<file path="config.mk">
export PLATFORM = sky130hd
export DESIGN_NAME = gated_path_length_odometer_top
export DESIGN_NICKNAME = d
export VERILOG_FILES = /design/src/rtl/core/gplo_pkg.sv /design/src/rtl/core/gated_path_length_odometer_top.sv
export VERILOG_INCLUDE_DIRS = /design/src /design/src/rtl/core
export SDC_FILE = /design/constraint.sdc
export NUM_CORES = 2
export LEC_CHECK = 0
export ABC_AREA = 1
export ABC_CLOCK_PERIOD_IN_PS = 6900
export BUFFER_PORTS_ARGS = -buffer_cell sky130_fd_sc_hd__buf_2
export CAP_MARGIN = 15
export CORE_UTILIZATION = 50
export CTS_CLUSTER_DIAMETER = 80
export DETAILED_ROUTE_END_ITERATION = 10
export MAX_ROUTING_LAYER = met4
export PLACE_DENSITY = 0.66
export SLEW_MARGIN = 20
export SYNTH_ARGS = -nofsm -noshare
export SYNTH_HDL_FRONTEND = slang
export SYNTH_SLANG_ARGS = --single-unit
</file>
<file path="constraint.sdc">
create_clock -name clk -period 6.9 [get_ports clk]
set_input_delay 0.69 -clock clk [delete_from_list [all_inputs] [get_ports clk]]
set_output_delay 0.69 -clock clk [all_outputs]
set_load 0.05 [all_outputs]
</file>
<file path="src/rtl/core/gated_path_length_odometer_top_assert.svh">
// assertion macros for the odometer top level
`ifndef GATED_PATH_LENGTH_ODOMETER_TOP_ASSERT_SVH
`define GATED_PATH_LENGTH_ODOMETER_TOP_ASSERT_SVH

`ifndef NO_ASSERTIONS

// same-cycle implication
`define GPLO_ASSERT_IMP(name, clk, rst_n, ante, cons) \
	name: assert property (@(posedge clk) disable iff (!(rst_n)) (ante) |-> (cons)) \
		else $error("gplo implication check failed");

// next-cycle implication
`define GPLO_ASSERT_NXT(name, clk, rst_n, ante, cons) \
	name: assert property (@(posedge clk) disable iff (!(rst_n)) (ante) |=> (cons)) \
		else $error("gplo next-cycle check failed");

`else

`define GPLO_ASSERT_IMP(name, clk, rst_n, ante, cons)
`define GPLO_ASSERT_NXT(name, clk, rst_n, ante, cons)

`endif

`endif

</file>
<file path="src/rtl/core/gplo_pkg.sv">
package gplo_pkg;

	// default parameter values
	localparam int COORD_WIDTH_DEF   = 32;
	localparam int MILEAGE_WIDTH_DEF = 48;

	// fixed field widths
	localparam int TMO_W      = 8;
	localparam int LIM_W      = 16;
	localparam int SQ_W       = 2 * LIM_W;
	localparam int SUM_W      = SQ_W + 2;
	localparam int ROOT_W     = LIM_W;
	localparam int REM_W      = ROOT_W + 2;
	localparam int SQRT_STEPS = ROOT_W;
	localparam int SQRT_CNT_W = $clog2(SQRT_STEPS);
	localparam int AXES       = 3;
	localparam int AXIS_W     = 2;

	// configuration port
	localparam int CFG_IDX_W  = 1;
	localparam int CFG_DATA_W = 16;
	localparam logic [CFG_IDX_W-1:0] CFG_TIMEOUT = 1'b0;
	localparam logic [CFG_IDX_W-1:0] CFG_JUMP    = 1'b1;

	// register reset values
	localparam logic [TMO_W-1:0] TIMEOUT_RESET = 8'd10;
	localparam logic [LIM_W-1:0] JUMP_RESET    = 16'd10000;
	localparam logic [TMO_W-1:0] AGE_MAX       = 8'hff;

	// request opcodes
	localparam logic [1:0] OP_CLUTCH_A = 2'd0;
	localparam logic [1:0] OP_CLUTCH_B = 2'd1;
	localparam logic [1:0] OP_POSITION = 2'd2;
	localparam logic [1:0] OP_TICK     = 2'd3;

	// sequencer states
	typedef enum logic [2:0] {
		ST_IDLE,
		ST_DIFF,
		ST_SQUARE,
		ST_ACCUM,
		ST_LIMSQ,
		ST_CHECK,
		ST_SQRT,
		ST_ADD_FIN
	} state_t;

endpackage

</file>
<file path="src/rtl/core/gated_path_length_odometer_top.sv">
// Gated path-length odometer.
// Input stream s_*: tuser carries the opcode (clutch report a, clutch report b,
// position update, tick); tdata carries the clutch flag and the x, y, z
// coordinates. One request is taken at a time: s_tready is high only while the
// sequencer is idle.
// Output stream m_*: one result per request; tuser is the recording flag, tlast
// marks the tick that ended a recording, tdata is the mileage in millimetres.
// Config port cfg_*: index 0 timeout in ticks, index 1 jump limit in mm; always
// ready; it must be written only while no request is in flight, which the block
// does not enforce. A clutch report, a position update or a tick that does not
// record goes straight to the result load, after which the sequencer is idle
// again. A recording tick runs three axis passes of difference, square and
// accumulate, the limit check, the bit-serial square root, one root bit per
// cycle, then the add and the result load. A step beyond the jump limit skips
// the square root and the add.
// A finished result sits in an output register, so the next request is accepted
// while the receiver stalls; only a second result waits for m_tready.
// Reset clears clutches, positions, mileage and recording, saturates both
// channel ages, and loads the register defaults.
`include "gated_path_length_odometer_top_assert.svh"

module gated_path_length_odometer_top
	import gplo_pkg::*;
#(
	parameter int COORD_WIDTH   = COORD_WIDTH_DEF,
	parameter int MILEAGE_WIDTH = MILEAGE_WIDTH_DEF,
	localparam int IN_DATA_W    = ((1 + 3 * COORD_WIDTH + 7) / 8) * 8,
	localparam int OUT_DATA_W   = ((MILEAGE_WIDTH + 7) / 8) * 8
) (
	input  logic                  clk,
	input  logic                  arst_n,
	// input request stream
	input  logic                  s_tvalid,
	output logic                  s_tready,
	// s_tdata: clutch, pos_x, pos_y, pos_z, zero pad
	input  logic [IN_DATA_W-1:0]  s_tdata,
	// s_tuser: opcode
	input  logic [1:0]            s_tuser,
	// result stream
	output logic                  m_tvalid,
	input  logic                  m_tready,
	// m_tdata: mileage_mm, zero pad
	output logic [OUT_DATA_W-1:0] m_tdata,
	// m_tuser: recording
	output logic [0:0]            m_tuser,
	output logic                  m_tlast,
	// configuration writes
	input  logic                  cfg_valid,
	output logic                  cfg_ready,
	input  logic [CFG_IDX_W-1:0]  cfg_index,
	input  logic [CFG_DATA_W-1:0] cfg_data
);

	localparam int DW = COORD_WIDTH + 1;

	state_t state_q, state_d;

	// configuration registers
	logic [TMO_W-1:0] timeout_q;
	logic [LIM_W-1:0] jump_q;

	// odometer state
	logic clutch_a_q, clutch_b_q;
	logic [TMO_W-1:0] age_a_q, age_b_q;
	logic rec_q, ended_q;
	logic [1:0] op_q;
	logic [MILEAGE_WIDTH-1:0] mileage_q;
	logic signed [COORD_WIDTH-1:0] cur_pos_q [AXES];
	logic signed [COORD_WIDTH-1:0] prev_pos_q [AXES];

	// step arithmetic
	logic [AXIS_W-1:0] axis_q;
	logic [SQRT_CNT_W-1:0] cnt_q;
	logic reject_q;
	logic [LIM_W-1:0] ad_q;
	logic [SQ_W-1:0] sq_q;
	logic [SQ_W-1:0] limsq_q;
	logic [SUM_W-1:0] sum_q;
	logic [SQ_W-1:0] rad_q;
	logic [REM_W-1:0] rem_q;
	logic [ROOT_W-1:0] root_q;

	// output register
	logic out_valid_q;
	logic out_rec_q, out_end_q;
	logic [MILEAGE_WIDTH-1:0] out_mile_q;

	// control
	logic accept, load_out, do_add;

	// tick evaluation of ages and clutches
	logic [TMO_W-1:0] age_a_inc, age_b_inc;
	logic ca_tick, cb_tick, rec_tick;

	assign age_a_inc = (age_a_q == AGE_MAX) ? age_a_q : age_a_q + TMO_W'(1);
	assign age_b_inc = (age_b_q == AGE_MAX) ? age_b_q : age_b_q + TMO_W'(1);
	assign ca_tick   = clutch_a_q && !(age_a_inc > timeout_q);
	assign cb_tick   = clutch_b_q && !(age_b_inc > timeout_q);
	assign rec_tick  = ca_tick || cb_tick;

	// absolute axis difference, previous minus current
	logic [DW-1:0] diff, abs_diff;
	logic over_lim;

	assign diff     = {prev_pos_q[0][COORD_WIDTH-1], prev_pos_q[0]}
		- {cur_pos_q[0][COORD_WIDTH-1], cur_pos_q[0]};
	assign abs_diff = diff[DW-1] ? (~diff + DW'(1)) : diff;
	assign over_lim = abs_diff > DW'(jump_q);

	// one square-root step
	logic [REM_W-1:0] rem_sh, trial;
	logic root_bit;

	assign rem_sh   = {rem_q[REM_W-3:0], rad_q[SQ_W-1 -: 2]};
	assign trial    = {root_q, 2'b01};
	assign root_bit = rem_sh >= trial;

	// saturating mileage add
	logic [MILEAGE_WIDTH:0] mile_sum;
	logic [MILEAGE_WIDTH-1:0] mile_sat;

	assign mile_sum = {1'b0, mileage_q} + (MILEAGE_WIDTH + 1)'(root_q);
	assign mile_sat = mile_sum[MILEAGE_WIDTH] ? {MILEAGE_WIDTH{1'b1}}
		: mile_sum[MILEAGE_WIDTH-1:0];

	// next state
	always_comb begin
		state_d = state_q;
		unique case (state_q)
			ST_IDLE: begin
				if (s_tvalid) begin
					state_d = (s_tuser == OP_TICK && rec_tick) ? ST_DIFF : ST_ADD_FIN;
				end
			end
			ST_DIFF:   state_d = ST_SQUARE;
			ST_SQUARE: state_d = ST_ACCUM;
			ST_ACCUM:  state_d = (axis_q == AXIS_W'(AXES - 1)) ? ST_LIMSQ : ST_DIFF;
			ST_LIMSQ:  state_d = ST_CHECK;
			ST_CHECK: begin
				state_d = (reject_q || sum_q > SUM_W'(limsq_q)) ? ST_ADD_FIN : ST_SQRT;
			end
			ST_SQRT: begin
				if (cnt_q == SQRT_CNT_W'(SQRT_STEPS - 1)) begin
					state_d = ST_ADD_FIN;
				end
			end
			ST_ADD_FIN: begin
				if (!do_add && load_out) begin
					state_d = ST_IDLE;
				end
			end
		endcase
	end

	// handshake and control outputs
	always_comb begin
		s_tready = 1'b0;
		load_out = 1'b0;
		unique case (state_q)
			ST_IDLE:    s_tready = 1'b1;
			ST_ADD_FIN: load_out = !do_add && (!out_valid_q || m_tready);
			default: begin
				s_tready = 1'b0;
				load_out = 1'b0;
			end
		endcase
	end

	assign accept    = s_tvalid && s_tready;
	assign cfg_ready = 1'b1;

	// control and architectural state
	always_ff @(posedge clk or negedge arst_n) begin
		if (!arst_n) begin
			state_q     <= ST_IDLE;
			timeout_q   <= TIMEOUT_RESET;
			jump_q      <= JUMP_RESET;
			clutch_a_q  <= 1'b0;
			clutch_b_q  <= 1'b0;
			age_a_q     <= AGE_MAX;
			age_b_q     <= AGE_MAX;
			rec_q       <= 1'b0;
			ended_q     <= 1'b0;
			op_q        <= OP_CLUTCH_A;
			mileage_q   <= '0;
			axis_q      <= '0;
			cnt_q       <= '0;
			reject_q    <= 1'b0;
			do_add      <= 1'b0;
			out_valid_q <= 1'b0;
			for (int i = 0; i < AXES; i++) begin
				cur_pos_q[i]  <= '0;
				prev_pos_q[i] <= '0;
			end
		end else begin
			state_q <= state_d;

			// register writes
			if (cfg_valid && cfg_ready) begin
				unique case (cfg_index)
					CFG_TIMEOUT: timeout_q <= cfg_data[TMO_W-1:0];
					CFG_JUMP:    jump_q    <= cfg_data[LIM_W-1:0];
				endcase
			end

			// request acceptance
			if (accept) begin
				op_q     <= s_tuser;
				ended_q  <= (s_tuser == OP_TICK) && rec_q && !rec_tick;
				axis_q   <= '0;
				reject_q <= 1'b0;
				do_add   <= 1'b0;
				unique case (s_tuser)
					OP_CLUTCH_A: begin
						clutch_a_q <= s_tdata[0];
						age_a_q    <= '0;
					end
					OP_CLUTCH_B: begin
						clutch_b_q <= s_tdata[0];
						age_b_q    <= '0;
					end
					OP_POSITION: begin
						cur_pos_q[0] <= s_tdata[COORD_WIDTH:1];
						cur_pos_q[1] <= s_tdata[2*COORD_WIDTH:COORD_WIDTH+1];
						cur_pos_q[2] <= s_tdata[3*COORD_WIDTH:2*COORD_WIDTH+1];
					end
					OP_TICK: begin
						age_a_q    <= age_a_inc;
						age_b_q    <= age_b_inc;
						clutch_a_q <= ca_tick;
						clutch_b_q <= cb_tick;
						rec_q      <= rec_tick;
					end
				endcase
			end

			// axis pass: rotate both position lines so axis zero is always read
			if (state_q == ST_DIFF) begin
				if (over_lim) begin
					reject_q <= 1'b1;
				end
				for (int i = 0; i < AXES; i++) begin
					cur_pos_q[i]  <= cur_pos_q[(i + 1) % AXES];
					prev_pos_q[i] <= prev_pos_q[(i + 1) % AXES];
				end
			end
			if (state_q == ST_ACCUM) begin
				axis_q <= axis_q + AXIS_W'(1);
			end

			// square-root step count
			if (state_q == ST_CHECK) begin
				cnt_q <= '0;
			end else if (state_q == ST_SQRT) begin
				cnt_q <= cnt_q + SQRT_CNT_W'(1);
				if (cnt_q == SQRT_CNT_W'(SQRT_STEPS - 1)) begin
					do_add <= 1'b1;
				end
			end

			// saturating add of the accepted step
			if (state_q == ST_ADD_FIN && do_add) begin
				mileage_q <= mile_sat;
				do_add    <= 1'b0;
			end

			// result hand-off, mileage clear and position history
			if (load_out) begin
				out_valid_q <= 1'b1;
				if (op_q == OP_TICK) begin
					for (int i = 0; i < AXES; i++) begin
						prev_pos_q[i] <= cur_pos_q[i];
					end
					if (!rec_q) begin
						mileage_q <= '0;
					end
				end
			end else if (m_tready) begin
				out_valid_q <= 1'b0;
			end
		end
	end

	// step datapath and result payload
	always_ff @(posedge clk) begin
		if (accept) begin
			sum_q <= '0;
		end
		if (state_q == ST_DIFF) begin
			ad_q <= abs_diff[LIM_W-1:0];
		end
		if (state_q == ST_SQUARE) begin
			sq_q <= ad_q * ad_q;
		end
		if (state_q == ST_ACCUM) begin
			sum_q <= sum_q + SUM_W'(sq_q);
		end
		if (state_q == ST_LIMSQ) begin
			limsq_q <= jump_q * jump_q;
		end
		if (state_q == ST_CHECK) begin
			rad_q  <= sum_q[SQ_W-1:0];
			rem_q  <= '0;
			root_q <= '0;
		end
		if (state_q == ST_SQRT) begin
			rad_q  <= {rad_q[SQ_W-3:0], 2'b00};
			rem_q  <= root_bit ? (rem_sh - trial) : rem_sh;
			root_q <= {root_q[ROOT_W-2:0], root_bit};
		end
		if (load_out) begin
			out_rec_q  <= rec_q;
			out_end_q  <= ended_q;
			out_mile_q <= mileage_q;
		end
	end

	assign m_tvalid   = out_valid_q;
	assign m_tdata    = OUT_DATA_W'(out_mile_q);
	assign m_tuser[0] = out_rec_q;
	assign m_tlast    = out_end_q;

	// one request in flight at a time
	`GPLO_ASSERT_NXT(a_single_request, clk, arst_n, accept, !s_tready)
	// an accepted step never exceeds the jump limit
	`GPLO_ASSERT_IMP(a_step_in_limit, clk, arst_n, state_q == ST_ADD_FIN && do_add,
		root_q <= jump_q)
	// the total is cleared once a recording ends
	`GPLO_ASSERT_NXT(a_clear_on_end, clk, arst_n, load_out && ended_q, mileage_q == '0)

endmodule

</file>
# Yosys cells after proc, flatten, opt, wreduce, memory -nomap -nowiden
# Cells that the tools add are included.
[word_totals]
output_inout_bits = 53
register_bits = 526
[op_classes]
add_sub_neg = 9
reduce_logical = 33
mul = 2
order_cmp = 5
n_eq_ne = 18
n_mux = 50
n_bitwise = 2
[op_table]
columns = ["cell", "n"]
rows = [
  ["$mux 96", 6],
  ["$mux 48", 5],
  ["$mux 16", 5],
  ["$mux 34", 2],
  ["$mul 16x16->32", 2],
  ["$mux 32", 2],
  ["$add 48x16->49", 1],
  ["$add 34x32->34", 1],
  ["$gt 34x32->1", 1],
  ["$add 33x1->33 const B", 1],
  ["$gt 33x16->1", 1],
  ["$mux 33", 1],
  ["$not 33->33", 1],
  ["$sub 32x32->33", 1],
  ["$pmux 8 s2", 2],
  ["$pmux 3 s8", 1],
  ["$ge 18x18->1", 1],
  ["$add 8x1->8 const B", 2],
  ["$eq 8x8->1 const B", 2],
  ["$gt 8x8->1", 2],
  ["$mux 8", 2],
  ["$sub 16x16->16", 1],
  ["$mux 3", 5],
  ["$reduce_bool 2->1", 7],
  ["21 further kinds", 64],
]

# Depth between registers and ports, before layout
[depth]
depth_word = 10
mapped_depth = 39
mapped_depth_nobuf = 37

# Least setup slack after synthesis
# OpenSTA, ideal clock, no wires.
[synth_path]
path_kind = "flip-flop to flip-flop"
startpoint = "register jump_q[9]"
endpoint = "register limsq_q[31] (data pin)"
path_buffers = 2
period_less_slack_ps = 6260
arrival_time_ps = 6007
path_stages_with_launch = 30
slack_ps = 640
path_cell_list = "dfstp_2 clkbuf_1 clkbuf_1 nand2_1 fa_1 fa_1 inv_1 fa_1 inv_1 fa_1 inv_1 fa_1 inv_1 fa_1 inv_1 ha_1 nand2_1 o21ai_0 o21bai_1 nand3_1 nand2_1 a21boi_1 o21bai_1 nand2_1 nand2_1 nand2_1 nand2_1 nand2_1 nand3b_1 nand2_1"
[synth_between]
elab_chain_len = 1
[synth_rtl]
columns = ["item", "line", "text"]
rows = [
  ["start: declaration", "gated_path_length_odometer_top.sv:60", "logic [LIM_W-1:0] jump_q;"],
  ["start signal: assignment", "gated_path_length_odometer_top.sv:202", "CFG_JUMP: jump_q <= cfg_data[LIM_W-1:0];"],
  ["$mul 16x16->32", "gated_path_length_odometer_top.sv:299", "limsq_q <= jump_q * jump_q;"],
  ["end signal: assignment", "gated_path_length_odometer_top.sv:299", ""],
  ["end: declaration", "gated_path_length_odometer_top.sv:77", "logic [SQ_W-1:0] limsq_q;"],
]
# No other way between the ends.
# A chain may end at the register's enable or synchronous reset.

# Worst setup path in the final report
[layout_path]
startpoint = "register jump_q[2]"
endpoint = "register limsq_q[31] (data pin)"
# Same word-level chain as after synthesis.

==> flow_summary_export.csv <==
group,metric,value,unit
status,outcome,"complete, but fails checks",
status,violations,"design-rule violations, negative hold slack",
logic_synthesis,muxShareOfSynthArea,0,
die,start_util,0.5066,
critical_path,cp-start-kind,"flip-flop",
place,gp_congestion,0.9122,
global_routing,grt-ovfl-total,0,
timing,max_freq,155.4,MHz
global_routing,antenna_found_initial,1,
cts,tritoncts,"built",
timing,period_share,0.9326,
timing,setup_viol,0,
logic_synthesis,syn_avg_cell_area,8.149,µm²
critical_path,critPathKind,"reg -> reg",
cts,clockBufferDepth,3,
finish,layout-drive-gt1-share,0.07956,
logic_synthesis,syn_inst,5511,
timing,fin_skew,0.01575,ns
logic_synthesis,synth_compound_area_frac,0.1194,
routing,drt-wirelength-per-cell,14.99,µm
place,dp.cells,6719,
logic_synthesis,yosysMostFrequentCell,"nand2_1",
cts,htreeDepth,2,
timing,finalMaxSlewViolations,0,
critical_path,crit_top_cell,"nand2_1",
logic_synthesis,syn_nets,6340,
routing,drt_pass1_iterations,10,
timing,whs,-0.04521,ns
global_routing,grt_max_degree,162,
cts,root_buffer,"clkbuf_16",
cts,cts.reportedPaths.clkPinSlew,0.06,ns
critical_path,cp-end-kind,"flip-flop",
finish,fin_nets,6449,
logic_synthesis,synth_seq_cells,524,
logic_synthesis,seq_area_frac_synth,0.3174,
routing,drc,14,
critical_path,critPathMaxFanout,13,
critical_path,slowest_stage,"dfrtp_1",
cts,cts.repair.resized,0,
logic_synthesis,yosys.area_share.adder,0.2513,
logic_synthesis,synthSimpleGateAreaFrac,0.1683,
min_path,holdCritPathClass,"in -> async",
run,cap_violations,0,
logic_synthesis,synth.area.top_cells,"dfrtp_1 15%, edfxtp_1 15%, fa_1 15%, nand2_1 10%, ha_1 10%",
logic_synthesis,async_flop_share,0.5687,
die,rows,109,
logic_synthesis,synth_common_cells,"1,223 x nand2_1, 1,194 x inv_1, 394 x o21ai_0",
place,dpl.hpwl,79970,µm
timing,hold_viol_final,12,
timing,rsz0062_at_grt,"false",
routing,wirelength,102500,µm
die,dieArea,91020,µm²
timing,max_slew_margin,0.3245,
timing,layout_min_cycle_time,6.435,ns
cts,clock_sinks,524,
die,ios,181,
logic_synthesis,synth_top_family_by_area,"adder cells",
logic_synthesis,synth-xor-area-share,0.02652,
logic_synthesis,ys_warn_count,0,
global_routing,grt_pass1_wl,171100,µm
routing,postRouteAntennaNets,0,
global_routing,grt_use_total,0.2381,
timing,tns,0,ns
cts,insertion_delay,0.67,ns
logic_synthesis,synth_ff_type,"dfrtp_1",
critical_path,cp.required,7.32,ns
finish,syn2layout_area_growth,9.395,%
die,die-width,301.7,µm
logic_synthesis,yosysTopAreaCell,"dfrtp_1",
routing,vias,35140,
global_routing,grt_pass1_vias,34650,
routing,detail_route.iter0.violations,1741,
timing,tightest_slew,1.011,ns
cts,cts_buffers,61,
critical_path,critPathMaxStageDelay,0.72,ns
finish,stdcell_count,6836,
die,fp.dieH,301.7,µm
logic_synthesis,ys_types,64,
logic_synthesis,synth_edf_count,224,
place,numPortBuffers,172,
logic_synthesis,synth_top_area_share,0.1532,
die,core,88650,µm²
routing,vias_per_cell,5.140,
critical_path,crit_arrival,6.86,ns
logic_synthesis,synth_area,44910,µm²
final timing paths:
| check | startpoint | to | slack, ns | cells past startpoint |
|---|---|---|---|---|
| max in group asynchronous | arst_n | cur_pos_q[92] | 5.34 | 2 |
| min reg2reg | ended_q | m_tlast | 0.46 | 0 |
| max reg2reg | jump_q[2] | limsq_q[31] | 0.47 | 27 |
| min | arst_n | mileage_q[46] | -0.05 | 1 |
| max | jump_q[2] | limsq_q[31] | 0.47 | 27 |
| min in group clk | m_tready | m_tvalid | 0.24 | 2 |
repair_timing:
item	4_1_cts	5_1_grt
endpoints found under the hold margin	0	0
setup endpoints to repair	0	1
hold buffers	0	0
setup buffers	0	1
worst max-delay path: cells and delay by family, from the launching register on:
family          cells  cell delay [ns]
simple gates       11             1.11
flops               1             0.72
buf+inv             5             0.25
compound gates      4             0.71
fa+ha+maj           7             3.38
cell usage in the layout, fill, tap and decap left out, drive strengths merged, types with 3 or more instances in the layout:
cell,n
nor4,11
ha,366
clkinvlp,3
a21o,11
o22ai,10
clkbuf,85
a31oi,55
clkinv,15
or2,11
o221ai,11
dfstp,23
and2,9
nand3,143
o21bai,9
a221oi,4
o211ai,107
nor3,50
fa,335
o21a,12
xor2,93
a21boi,12
bufinv,5
nand4,50
edfxtp,224
a211oi,7
nor2,294
inv,1218
o21ai,412
nand3b,9
xnor2,43
buf,226
a22o,28
nand2,1246
dfrtp,275
a21oi,238
metal layers:
layer,track usage,share of wire
met2,0.4076,0.50
met5,-,0
met3,0.02327,0.034
met1,0.3007,0.45
met4,0.06385,0.024
final cells by class:
| class | instances | area (µm²) |
|---|---|---|
| Fill cell | 8280 | 39520 |
| Multi-Input combinational cell | 3593 | 25450 |
| Sequential cell | 524 | 14250 |
| Inverter | 1214 | 4559 |
| Clock buffer | 85 | 1769 |
| Tap cell | 1165 | 1458 |
| Timing Repair Buffer | 226 | 1329 |
| Clock inverter | 27 | 302.8 |
| Antenna cell | 2 | 5.005 |
flip-flops by register name (all words and copies together) (netlist names), 2 cells and up:
register    flops
root_q         16
prev_pos_q     96
axis_q          2
cur_pos_q      96
age_a_q         8
age_b_q         8
limsq_q        31
rad_q          32
timeout_q       8
rem_q          16
mileage_q      48
op_q            2
jump_q         16
sq_q           31
sum_q          34
cnt_q           4
state_q         3
m_tdata        48
ad_q           16
per-stage QoR:
stage | utilization | instance area (µm²) | hold slack [ns] | worst slack [ns]
2_1_floorplan | - | 44910 | 0.3944 | 0.6405
3_3_place_gp | 0.5300 | 46990 | 0.4337 | 0.4997
3_5_place_dp | 0.5300 | 46990 | 0.4374 | 0.4802
4_1_cts | 0.5534 | 49060 | 0.01298 | 0.4513
5_1_grt | 0.5541 | 49120 | 0.05002 | 0.02225
6_report | 0.5542 | 49130 | -0.04521 | 0.4653
cells by family (layout without fill, tap and decap cells):
kind of cell,after synthesis,count (layout)
other cells,1,3
xor+xnor,136,136
flops,524,524
fa+ha+maj,701,701
compound gates,929,929
simple gates,1826,1826
buf+inv,1394,1552
Power is left out: the tool's default activity adds up to more than one toggle a clock period on the data nets, which glitch-free logic cannot reach.
